[src/design/dpcm_pkg.sv]
// Shared types, constants and color tables for the depth pseudocolor map.
// No dependencies; every other design file imports this package.
`timescale 1ns / 1ps

package dpcm_pkg;

    // Fixed field widths
    localparam int SAMPLE_WIDTH = 16;
    localparam int COLOR_WIDTH  = 8;
    localparam int LOCAL_BITS   = 14;
    localparam int LOCAL_WIDTH  = LOCAL_BITS + 1;
    localparam int NUM_CHANNELS = 3;

    // Item opcodes
    typedef enum logic [1:0] {
        OP_CLEAR    = 2'd0,
        OP_MEASURE  = 2'd1,
        OP_COLORIZE = 2'd2
    } op_t;

    // Controller states
    typedef enum logic [1:0] {
        ST_IDLE,
        ST_SETUP,
        ST_DIVIDE,
        ST_COLOR
    } state_t;

    // Controller to datapath
    typedef struct packed {
        logic stats_clear;
        logic stats_measure;
        logic sample_load;
        logic setup;
        logic div_step;
        logic color_load;
    } cmd_t;

    // Datapath to controller
    typedef struct packed {
        logic div_needed;
        logic div_done;
        logic out_free;
    } status_t;

    typedef logic [NUM_CHANNELS-1:0][COLOR_WIDTH-1:0] rgb_t;

    // Segment base colors, channel 2 is red, 1 green, 0 blue
    function automatic rgb_t seg_base(input logic [1:0] seg);
        rgb_t res;
        case (seg)
            2'd0:    res = {8'd0,  8'd0,   8'd51};
            2'd1:    res = {8'd0,  8'd51,  8'd102};
            2'd2:    res = {8'd0,  8'd102, 8'd204};
            default: res = {8'd51, 8'd153, 8'd255};
        endcase
        return res;
    endfunction

    // Segment slopes over one quarter of the range
    function automatic rgb_t seg_slope(input logic [1:0] seg);
        rgb_t res;
        case (seg)
            2'd0:    res = {8'd0,   8'd51,  8'd51};
            2'd1:    res = {8'd0,   8'd51,  8'd102};
            2'd2:    res = {8'd51,  8'd51,  8'd51};
            default: res = {8'd153, 8'd102, 8'd0};
        endcase
        return res;
    endfunction

endpackage

[src/design/depth_pseudocolor_map_unit.sv]
// Depth pseudocolor map: running min/max of depth samples and an RGB
// colormap normalized against that range.
// Usage:
//   Input channel (in_valid / in_stall, opcode, depth_sample) carries one
//   item per transfer. Clear and measure update the statistics and leave the
//   block ready; they give no result. Colorize gives one result item.
//   Output channel (out_valid / out_stall, red, green, blue, flat_range)
//   is driven from a register.
//   A colorize item runs from its transfer through setup, the restoring
//   divider that retires one quotient bit per cycle, and the output load
//   before the block is ready again; samples at or beyond the range bounds
//   or a flat range skip the divider and go from setup to the output load.
//   The result appears at the same edge that frees the input side.
//   While the receiver stalls, the result is held; the block still accepts
//   clear and measure items and runs the next colorize up to its output
//   load, where it waits for the output register to empty.
//   Reset clears the minimum to the largest and the maximum to the smallest
//   depth value, drops any pending result and returns to idle.
// Depends on dpcm_pkg, dpcm_ctrl and dpcm_datapath.
`timescale 1ns / 1ps

module depth_pseudocolor_map_unit #(
    parameter int DEPTH_BITS    = 16,
    parameter int FRACTION_BITS = 16
) (
    input  logic                                      clk,
    input  logic                                      rst_n,
    input  logic                                      in_valid,
    output logic                                      in_stall,
    input  logic [1:0]                                opcode,
    input  logic signed [dpcm_pkg::SAMPLE_WIDTH-1:0]  depth_sample,
    output logic                                      out_valid,
    input  logic                                      out_stall,
    output logic [dpcm_pkg::COLOR_WIDTH-1:0]          red,
    output logic [dpcm_pkg::COLOR_WIDTH-1:0]          green,
    output logic [dpcm_pkg::COLOR_WIDTH-1:0]          blue,
    output logic                                      flat_range
);
    import dpcm_pkg::*;

    cmd_t    cmd;
    status_t status;

    dpcm_ctrl u_ctrl (
        .clk      (clk),
        .rst_n    (rst_n),
        .in_valid (in_valid),
        .opcode   (opcode),
        .in_stall (in_stall),
        .status   (status),
        .cmd      (cmd)
    );

    dpcm_datapath #(
        .DEPTH_BITS    (DEPTH_BITS),
        .FRACTION_BITS (FRACTION_BITS)
    ) u_datapath (
        .clk          (clk),
        .rst_n        (rst_n),
        .depth_sample (depth_sample),
        .cmd          (cmd),
        .status       (status),
        .out_valid    (out_valid),
        .out_stall    (out_stall),
        .red          (red),
        .green        (green),
        .blue         (blue),
        .flat_range   (flat_range)
    );

`ifndef ASSERT_OFF
    // A colorize transfer makes the block busy
    a_colorize_busy: assert property (@(posedge clk) disable iff (!rst_n)
        (in_valid && !in_stall && opcode == OP_COLORIZE) |=> in_stall)
        else $error("block not busy after colorize transfer");

    // A flat range always maps to cyan
    a_flat_cyan: assert property (@(posedge clk) disable iff (!rst_n)
        (out_valid && flat_range) |-> (red == 8'd204 && green == 8'd255
                                       && blue == 8'd255))
        else $error("flat range result is not cyan");

    // A new result only comes out of a busy block
    a_result_from_work: assert property (@(posedge clk) disable iff (!rst_n)
        $rose(out_valid) |-> $past(in_stall))
        else $error("result appeared without work in progress");

    // Clear and measure leave the block ready
    a_stats_one_cycle: assert property (@(posedge clk) disable iff (!rst_n)
        (in_valid && !in_stall && (opcode == OP_CLEAR || opcode == OP_MEASURE))
        |=> !in_stall)
        else $error("statistics item did not complete in one cycle");
`endif

endmodule

[src/design/dpcm_ctrl.sv]
// Controller state machine for the depth pseudocolor map.
// Depends on dpcm_pkg for state, opcode, command and status types.
`timescale 1ns / 1ps

module dpcm_ctrl (
    input  logic               clk,
    input  logic               rst_n,
    input  logic               in_valid,
    input  logic [1:0]         opcode,
    output logic               in_stall,
    input  dpcm_pkg::status_t  status,
    output dpcm_pkg::cmd_t     cmd
);
    import dpcm_pkg::*;

    state_t state_reg;
    state_t state_next;
    logic   accept;

    // Hold state
    always_ff @(posedge clk or negedge rst_n)
    begin
        if (!rst_n)
        begin
            state_reg <= ST_IDLE;
        end
        else
        begin
            state_reg <= state_next;
        end
    end

    // Take items only when idle
    assign in_stall = (state_reg != ST_IDLE);
    assign accept   = in_valid && !in_stall;

    // Advance state and issue commands
    always_comb
    begin
        state_next = state_reg;
        cmd        = '0;
        unique case (state_reg)
            ST_IDLE:
            begin
                if (accept)
                begin
                    case (opcode)
                        OP_CLEAR:    cmd.stats_clear   = 1'b1;
                        OP_MEASURE:  cmd.stats_measure = 1'b1;
                        OP_COLORIZE:
                        begin
                            cmd.sample_load = 1'b1;
                            state_next      = ST_SETUP;
                        end
                        default:     ; // drop the unused opcode
                    endcase
                end
            end
            ST_SETUP:
            begin
                cmd.setup  = 1'b1;
                state_next = status.div_needed ? ST_DIVIDE : ST_COLOR;
            end
            ST_DIVIDE:
            begin
                cmd.div_step = 1'b1;
                if (status.div_done)
                begin
                    state_next = ST_COLOR;
                end
            end
            ST_COLOR:
            begin
                if (status.out_free)
                begin
                    cmd.color_load = 1'b1;
                    state_next     = ST_IDLE;
                end
            end
            default:
            begin
                state_next = ST_IDLE;
            end
        endcase
    end

endmodule

[src/design/dpcm_datapath.sv]
// Datapath for the depth pseudocolor map: range statistics, restoring
// divider, segment color blend and output register. Depends on dpcm_pkg.
`timescale 1ns / 1ps

module dpcm_datapath #(
    parameter int DEPTH_BITS    = 16,
    parameter int FRACTION_BITS = 16
) (
    input  logic                                      clk,
    input  logic                                      rst_n,
    input  logic signed [dpcm_pkg::SAMPLE_WIDTH-1:0]  depth_sample,
    input  dpcm_pkg::cmd_t                            cmd,
    output dpcm_pkg::status_t                         status,
    output logic                                      out_valid,
    input  logic                                      out_stall,
    output logic [dpcm_pkg::COLOR_WIDTH-1:0]          red,
    output logic [dpcm_pkg::COLOR_WIDTH-1:0]          green,
    output logic [dpcm_pkg::COLOR_WIDTH-1:0]          blue,
    output logic                                      flat_range
);
    import dpcm_pkg::*;

    localparam int CNT_W = $clog2(FRACTION_BITS);
    localparam logic [CNT_W-1:0] CNT_INIT = CNT_W'(FRACTION_BITS - 1);
    localparam logic signed [DEPTH_BITS-1:0] DEPTH_MAX =
        {1'b0, {(DEPTH_BITS-1){1'b1}}};
    localparam logic signed [DEPTH_BITS-1:0] DEPTH_MIN =
        {1'b1, {(DEPTH_BITS-1){1'b0}}};
    localparam logic [FRACTION_BITS:0] T_FULL = {1'b1, {FRACTION_BITS{1'b0}}};

    // Sample wrapped to the working width
    logic signed [DEPTH_BITS+SAMPLE_WIDTH-1:0] sample_wide;
    logic signed [DEPTH_BITS-1:0]              sample_ext;

    logic signed [DEPTH_BITS-1:0] min_reg;
    logic signed [DEPTH_BITS-1:0] max_reg;
    logic signed [DEPTH_BITS-1:0] sample_reg;
    logic [DEPTH_BITS-1:0]        range_reg;
    logic [DEPTH_BITS-1:0]        rem_reg;
    logic [DEPTH_BITS-1:0]        rem_next;
    logic [FRACTION_BITS:0]       t_reg;
    logic [CNT_W-1:0]             cnt_reg;
    logic                         flat_reg;

    logic                         is_flat;
    logic                         ge_max;
    logic                         le_min;
    logic [DEPTH_BITS:0]          diff_full;
    logic [DEPTH_BITS:0]          range_full;
    logic [DEPTH_BITS:0]          rem_shift;
    logic [DEPTH_BITS:0]          rem_sub;
    logic                         q_bit;

    logic [1:0]                   seg;
    logic [FRACTION_BITS-2:0]     off;
    logic [FRACTION_BITS+14:0]    off_wide;
    logic [LOCAL_WIDTH-1:0]       local_frac;
    rgb_t                         base_rgb;
    rgb_t                         slope_rgb;
    rgb_t                         color;

    logic                         out_valid_reg;
    logic [COLOR_WIDTH-1:0]       red_reg;
    logic [COLOR_WIDTH-1:0]       green_reg;
    logic [COLOR_WIDTH-1:0]       blue_reg;
    logic                         flat_out_reg;

    assign sample_wide = {{DEPTH_BITS{depth_sample[SAMPLE_WIDTH-1]}}, depth_sample};
    assign sample_ext  = sample_wide[DEPTH_BITS-1:0];

    // Track running minimum and maximum
    always_ff @(posedge clk or negedge rst_n)
    begin
        if (!rst_n)
        begin
            min_reg <= DEPTH_MAX;
            max_reg <= DEPTH_MIN;
        end
        else if (cmd.stats_clear)
        begin
            min_reg <= DEPTH_MAX;
            max_reg <= DEPTH_MIN;
        end
        else if (cmd.stats_measure)
        begin
            if (sample_ext < min_reg)
            begin
                min_reg <= sample_ext;
            end
            if (sample_ext > max_reg)
            begin
                max_reg <= sample_ext;
            end
        end
    end

    // Classify the sample against the range
    assign is_flat    = (max_reg <= min_reg);
    assign ge_max     = (sample_reg >= max_reg);
    assign le_min     = (sample_reg <= min_reg);
    assign diff_full  = {sample_reg[DEPTH_BITS-1], sample_reg}
                        - {min_reg[DEPTH_BITS-1], min_reg};
    assign range_full = {max_reg[DEPTH_BITS-1], max_reg}
                        - {min_reg[DEPTH_BITS-1], min_reg};

    assign status.div_needed = !(is_flat || ge_max || le_min);
    assign status.div_done   = (cnt_reg == '0);

    // One restoring step: shift remainder, try to subtract the range
    assign rem_shift = {rem_reg, 1'b0};
    assign rem_sub   = rem_shift - {1'b0, range_reg};
    assign q_bit     = (rem_shift >= {1'b0, range_reg});
    assign rem_next  = q_bit ? rem_sub[DEPTH_BITS-1:0] : rem_shift[DEPTH_BITS-1:0];

    // Sample capture, setup and divider registers
    always_ff @(posedge clk)
    begin
        if (cmd.sample_load)
        begin
            sample_reg <= sample_ext;
        end
        if (cmd.setup)
        begin
            flat_reg  <= is_flat;
            range_reg <= range_full[DEPTH_BITS-1:0];
            rem_reg   <= diff_full[DEPTH_BITS-1:0];
            cnt_reg   <= CNT_INIT;
            t_reg     <= (is_flat || ge_max) ? T_FULL : '0;
        end
        else if (cmd.div_step)
        begin
            rem_reg <= rem_next;
            cnt_reg <= cnt_reg - 1'b1;
            t_reg   <= {t_reg[FRACTION_BITS-1:0], q_bit};
        end
    end

    // Pick segment and Q14 local fraction
    assign seg        = t_reg[FRACTION_BITS] ? 2'd3 : t_reg[FRACTION_BITS-1:FRACTION_BITS-2];
    assign off        = {t_reg[FRACTION_BITS], t_reg[FRACTION_BITS-3:0]};
    assign off_wide   = {off, 16'd0};
    assign local_frac = off_wide[FRACTION_BITS +: LOCAL_WIDTH];
    assign base_rgb   = seg_base(seg);
    assign slope_rgb  = seg_slope(seg);

    // Blend each channel and saturate
    always_comb
    begin
        logic [COLOR_WIDTH+LOCAL_WIDTH-1:0] prod;
        logic [COLOR_WIDTH+1:0]             sum;
        for (int ch = 0; ch < NUM_CHANNELS; ch++)
        begin
            prod = slope_rgb[ch] * local_frac;
            sum  = {2'b00, base_rgb[ch]}
                   + {1'b0, prod[COLOR_WIDTH+LOCAL_WIDTH-1:LOCAL_BITS]};
            color[ch] = (sum > 10'd255) ? 8'd255 : sum[COLOR_WIDTH-1:0];
        end
    end

    // Output valid: set on load, clear on transfer
    always_ff @(posedge clk or negedge rst_n)
    begin
        if (!rst_n)
        begin
            out_valid_reg <= 1'b0;
        end
        else if (cmd.color_load)
        begin
            out_valid_reg <= 1'b1;
        end
        else if (!out_stall)
        begin
            out_valid_reg <= 1'b0;
        end
    end

    // Output payload
    always_ff @(posedge clk)
    begin
        if (cmd.color_load)
        begin
            red_reg      <= color[2];
            green_reg    <= color[1];
            blue_reg     <= color[0];
            flat_out_reg <= flat_reg;
        end
    end

    assign status.out_free = !out_valid_reg || !out_stall;
    assign out_valid       = out_valid_reg;
    assign red             = red_reg;
    assign green           = green_reg;
    assign blue            = blue_reg;
    assign flat_range      = flat_out_reg;

endmodule
[config.mk]
export PLATFORM = sky130hd
export DESIGN_NAME = depth_pseudocolor_map_unit
export DESIGN_NICKNAME = d
export VERILOG_FILES = /design/src/design/dpcm_pkg.sv /design/src/design/depth_pseudocolor_map_unit.sv /design/src/design/dpcm_ctrl.sv /design/src/design/dpcm_datapath.sv
export SDC_FILE = /design/constraint.sdc
export NUM_CORES = 1
export LEC_CHECK = 0
export BUFFER_PORTS_ARGS = -buffer_cell sky130_fd_sc_hd__buf_2
export CAP_MARGIN = 20
export CORE_MARGIN = 2
export CORE_UTILIZATION = 65
export CTS_BUF_LIST = sky130_fd_sc_hd__clkbuf_16
export CTS_CLUSTER_SIZE = 12
export DETAILED_ROUTE_END_ITERATION = 16
export GPL_TIMING_DRIVEN = 1
export PLACE_DENSITY = 0.81
export SYNTH_ARGS = -nofsm -noshare
export SYNTH_HDL_FRONTEND = slang
export SYNTH_SLANG_ARGS = --single-unit
[constraint.sdc]
create_clock -name clk -period 14.25 [get_ports clk]
set_input_delay 2.85 -clock clk [delete_from_list [all_inputs] [get_ports clk]]
set_output_delay 2.85 -clock clk [all_outputs]
set_load 0.05 [all_outputs]
==> out/metrics.cfg <==
[timing]
finalClockSkew_ns = 0.02110
tns_ns = 0
finalHoldViolations = 0
fmax_mhz = 110.7
finalCritPeriodShare_pct = 63.38
layout_min_cycle_time_ns = 9.032
slew_headroom_pct = 37.08
rsz0062_at_grt = false
worst_slack_ns = 5.218
setup_viol = 0
tightest_slew_ns = 0.9374
drv_slew = 0

[cells_and_area]
most-common-layout-cells = 395 x inv_1, 288 x ha_1, 146 x fa_1, 117 x nor2_1, 111 x nand2_1
largest_reg_flops = 17
nFillCells = 1861
area_growth_pct = 7.004
antennaDiodeCount = 0
final_cells = 2262
drive_above_1_share_pct = 6.746
fin_nets = 2371
final_common_cell = inv_1

[synth]
syn_avg_cell_area_um2 = 9.279
yosysSeqAreaShare_pct = 21.34
yosysTopAreaCell = ha_1
synth_top_area_share_pct = 20.80
async_reset_ff_share_pct = 26.92
syn_nets = 2330
netlist_instances = 1873
yosys-top-cells-area = ha_1 21%, fa_1 17%, edfxtp_1 16%
synthDistinctLibCells = 83
ys_seq_elements = 130
synth_edf_count = 91
synth_ff_type = edfxtp_1
yosysWarningCount = 0
netlist_area_um2 = 17380

[placed_design]
hpwlAfterDp_mm = 32.13
place_ws_ns = 5.372
place_inst = 2227
port_buffers = 48
globalplace.congestion = 0.9233

[worst_setup_path]
start_kind = register
crit_fanout = 38
critical_path.slowest_cell = nor2_1
worstSetupEndpointType = register
critical_path_class = reg -> reg
max_stage_delay_ns = 0.72
critical_path_arrival_ns = 9.23
rrSetupSlack_ns = 5.22
worstPathRequired_ns = 14.45

[clock_network]
numCtsBuffers = 17
clock_sinks = 130
insertion_delay_ns = 0.46
ctsHoldBuffers = 0
cts_setup_buffers = 0
cts-root-buf = clkbuf_16
ctsResizeCount = 0
cts_tree = done
htree_num_levels = 4
clock_path_buffers = 2
path_clk_slew_ns = 0.08

[detailed_routing]
drcViolationCount = 4
drtIter0Drc = 1023
wl_per_cell_um = 17.69
num_vias = 13270
avgViaCountPerCell = 5.866
ant_nets = 0
wirelength_mm = 40.02
dr.pass1.iters = 12

[floorplanning]
die_w_um = 167.5
num_io_pins = 49
core_um2 = 26130
std_cell_rows = 59
die_area_um2 = 28060
fp.dieH_um = 167.5
initial_core_util_pct = 66.51

[status]
violations = design-rule violations
status = finished, violations left

[global_route]
grt_remaining_overflow = 0
grt_pass1_vias = 13850
grt_max_degree = 62
grt.total_usage_pct = 29.56
grt_pass1_wl_mm = 66.72
antenna_found_initial = 0

[hold_path]
hold_class = reg -> reg

[job]
drv_cap = 0

==> per-layer routing <==
metal	track usage, %	vias up	share of wire, %
met2	52.81	446	50
li1	-	6311	-
met3	3.380	97	5.3
met4	11.19	0	2.9
met1	36.94	6416	42
met5	0	-	0
==> Yosys cell counts (24+ instances only) <==
cell type and count:
nor2b_1 36, nor3_1 24, nor2_1 117, inv_1 395, xnor2_1 61, fa_1 146, a21oi_1 60, clkbuf_1 32
o21ai_0 51, edfxtp_1 91, mux2i_1 37, ha_1 289, and2_1 49, nand2_1 111, a21o_1 52
==> kinds of logic after synthesis <==
kind of cell	Yosys count	synth area share, %
AND/OR/NAND/NOR	442	12.60
adder cells (fa/ha/maj)	435	37.62
buffers and inverters	432	9.359
AO/OA/AOI/OAI	307	12.37
flip-flops	130	21.34
XOR/XNOR	85	4.327
multiplexers	40	2.340
other	2	0.04321
==> path summary, 6_finish.rpt <==
path | start | end | depth (start not counted)
min reg2reg | u_datapath.flat_reg | u_datapath.flat_range | 0
min | u_datapath.flat_reg | u_datapath.flat_range | 0
max reg2reg | u_datapath.t_reg[16] | u_datapath.green[6] | 32
max | u_datapath.t_reg[16] | u_datapath.green[6] | 32
max in group asynchronous | rst_n | u_datapath.max_reg[0] | 1
min in group asynchronous | rst_n | u_datapath.max_reg[12] | 1
==> final cells by class <==
type / count / area, µm² / area share, %
Clock buffer: 18 / 450.4 / 2.422
Clock inverter: 14 / 157.7 / 0.8477
Inverter: 395 / 1483 / 7.972
Multi-Input combinational cell: 1311 / 12060 / 64.83
Sequential cell: 130 / 3709 / 19.94
Tap cell: 335 / 419.2 / 2.254
Timing Repair Buffer: 59 / 322.8 / 1.736
==> metrics by stage <==
step	instance area [µm²]	hold WS, ns	utilization [%]
floorplan	17380	0.4003	-
detailed placement	17970	0.4567	68.75
global placement	17970	0.4665	68.75
CTS	18580	0.4731	71.08
finish	18600	0.4749	71.17
global route	18600	0.4721	71.17
==> worst max-delay path, delay by kind of cell (launching register included) <==
family / cells / cell delay, ns
AND/OR/NAND/NOR: 10 / 2.55
adder cells (fa/ha/maj): 6 / 2.37
AO/OA/AOI/OAI: 9 / 2.13
buffers and inverters: 5 / 0.74
flip-flops: 1 / 0.64
XOR/XNOR: 1 / 0.17
multiplexers: 1 / 0.13
Power is left out: the tool's default activity adds up to more than one toggle a clock period on the data nets, which glitch-free logic cannot reach.
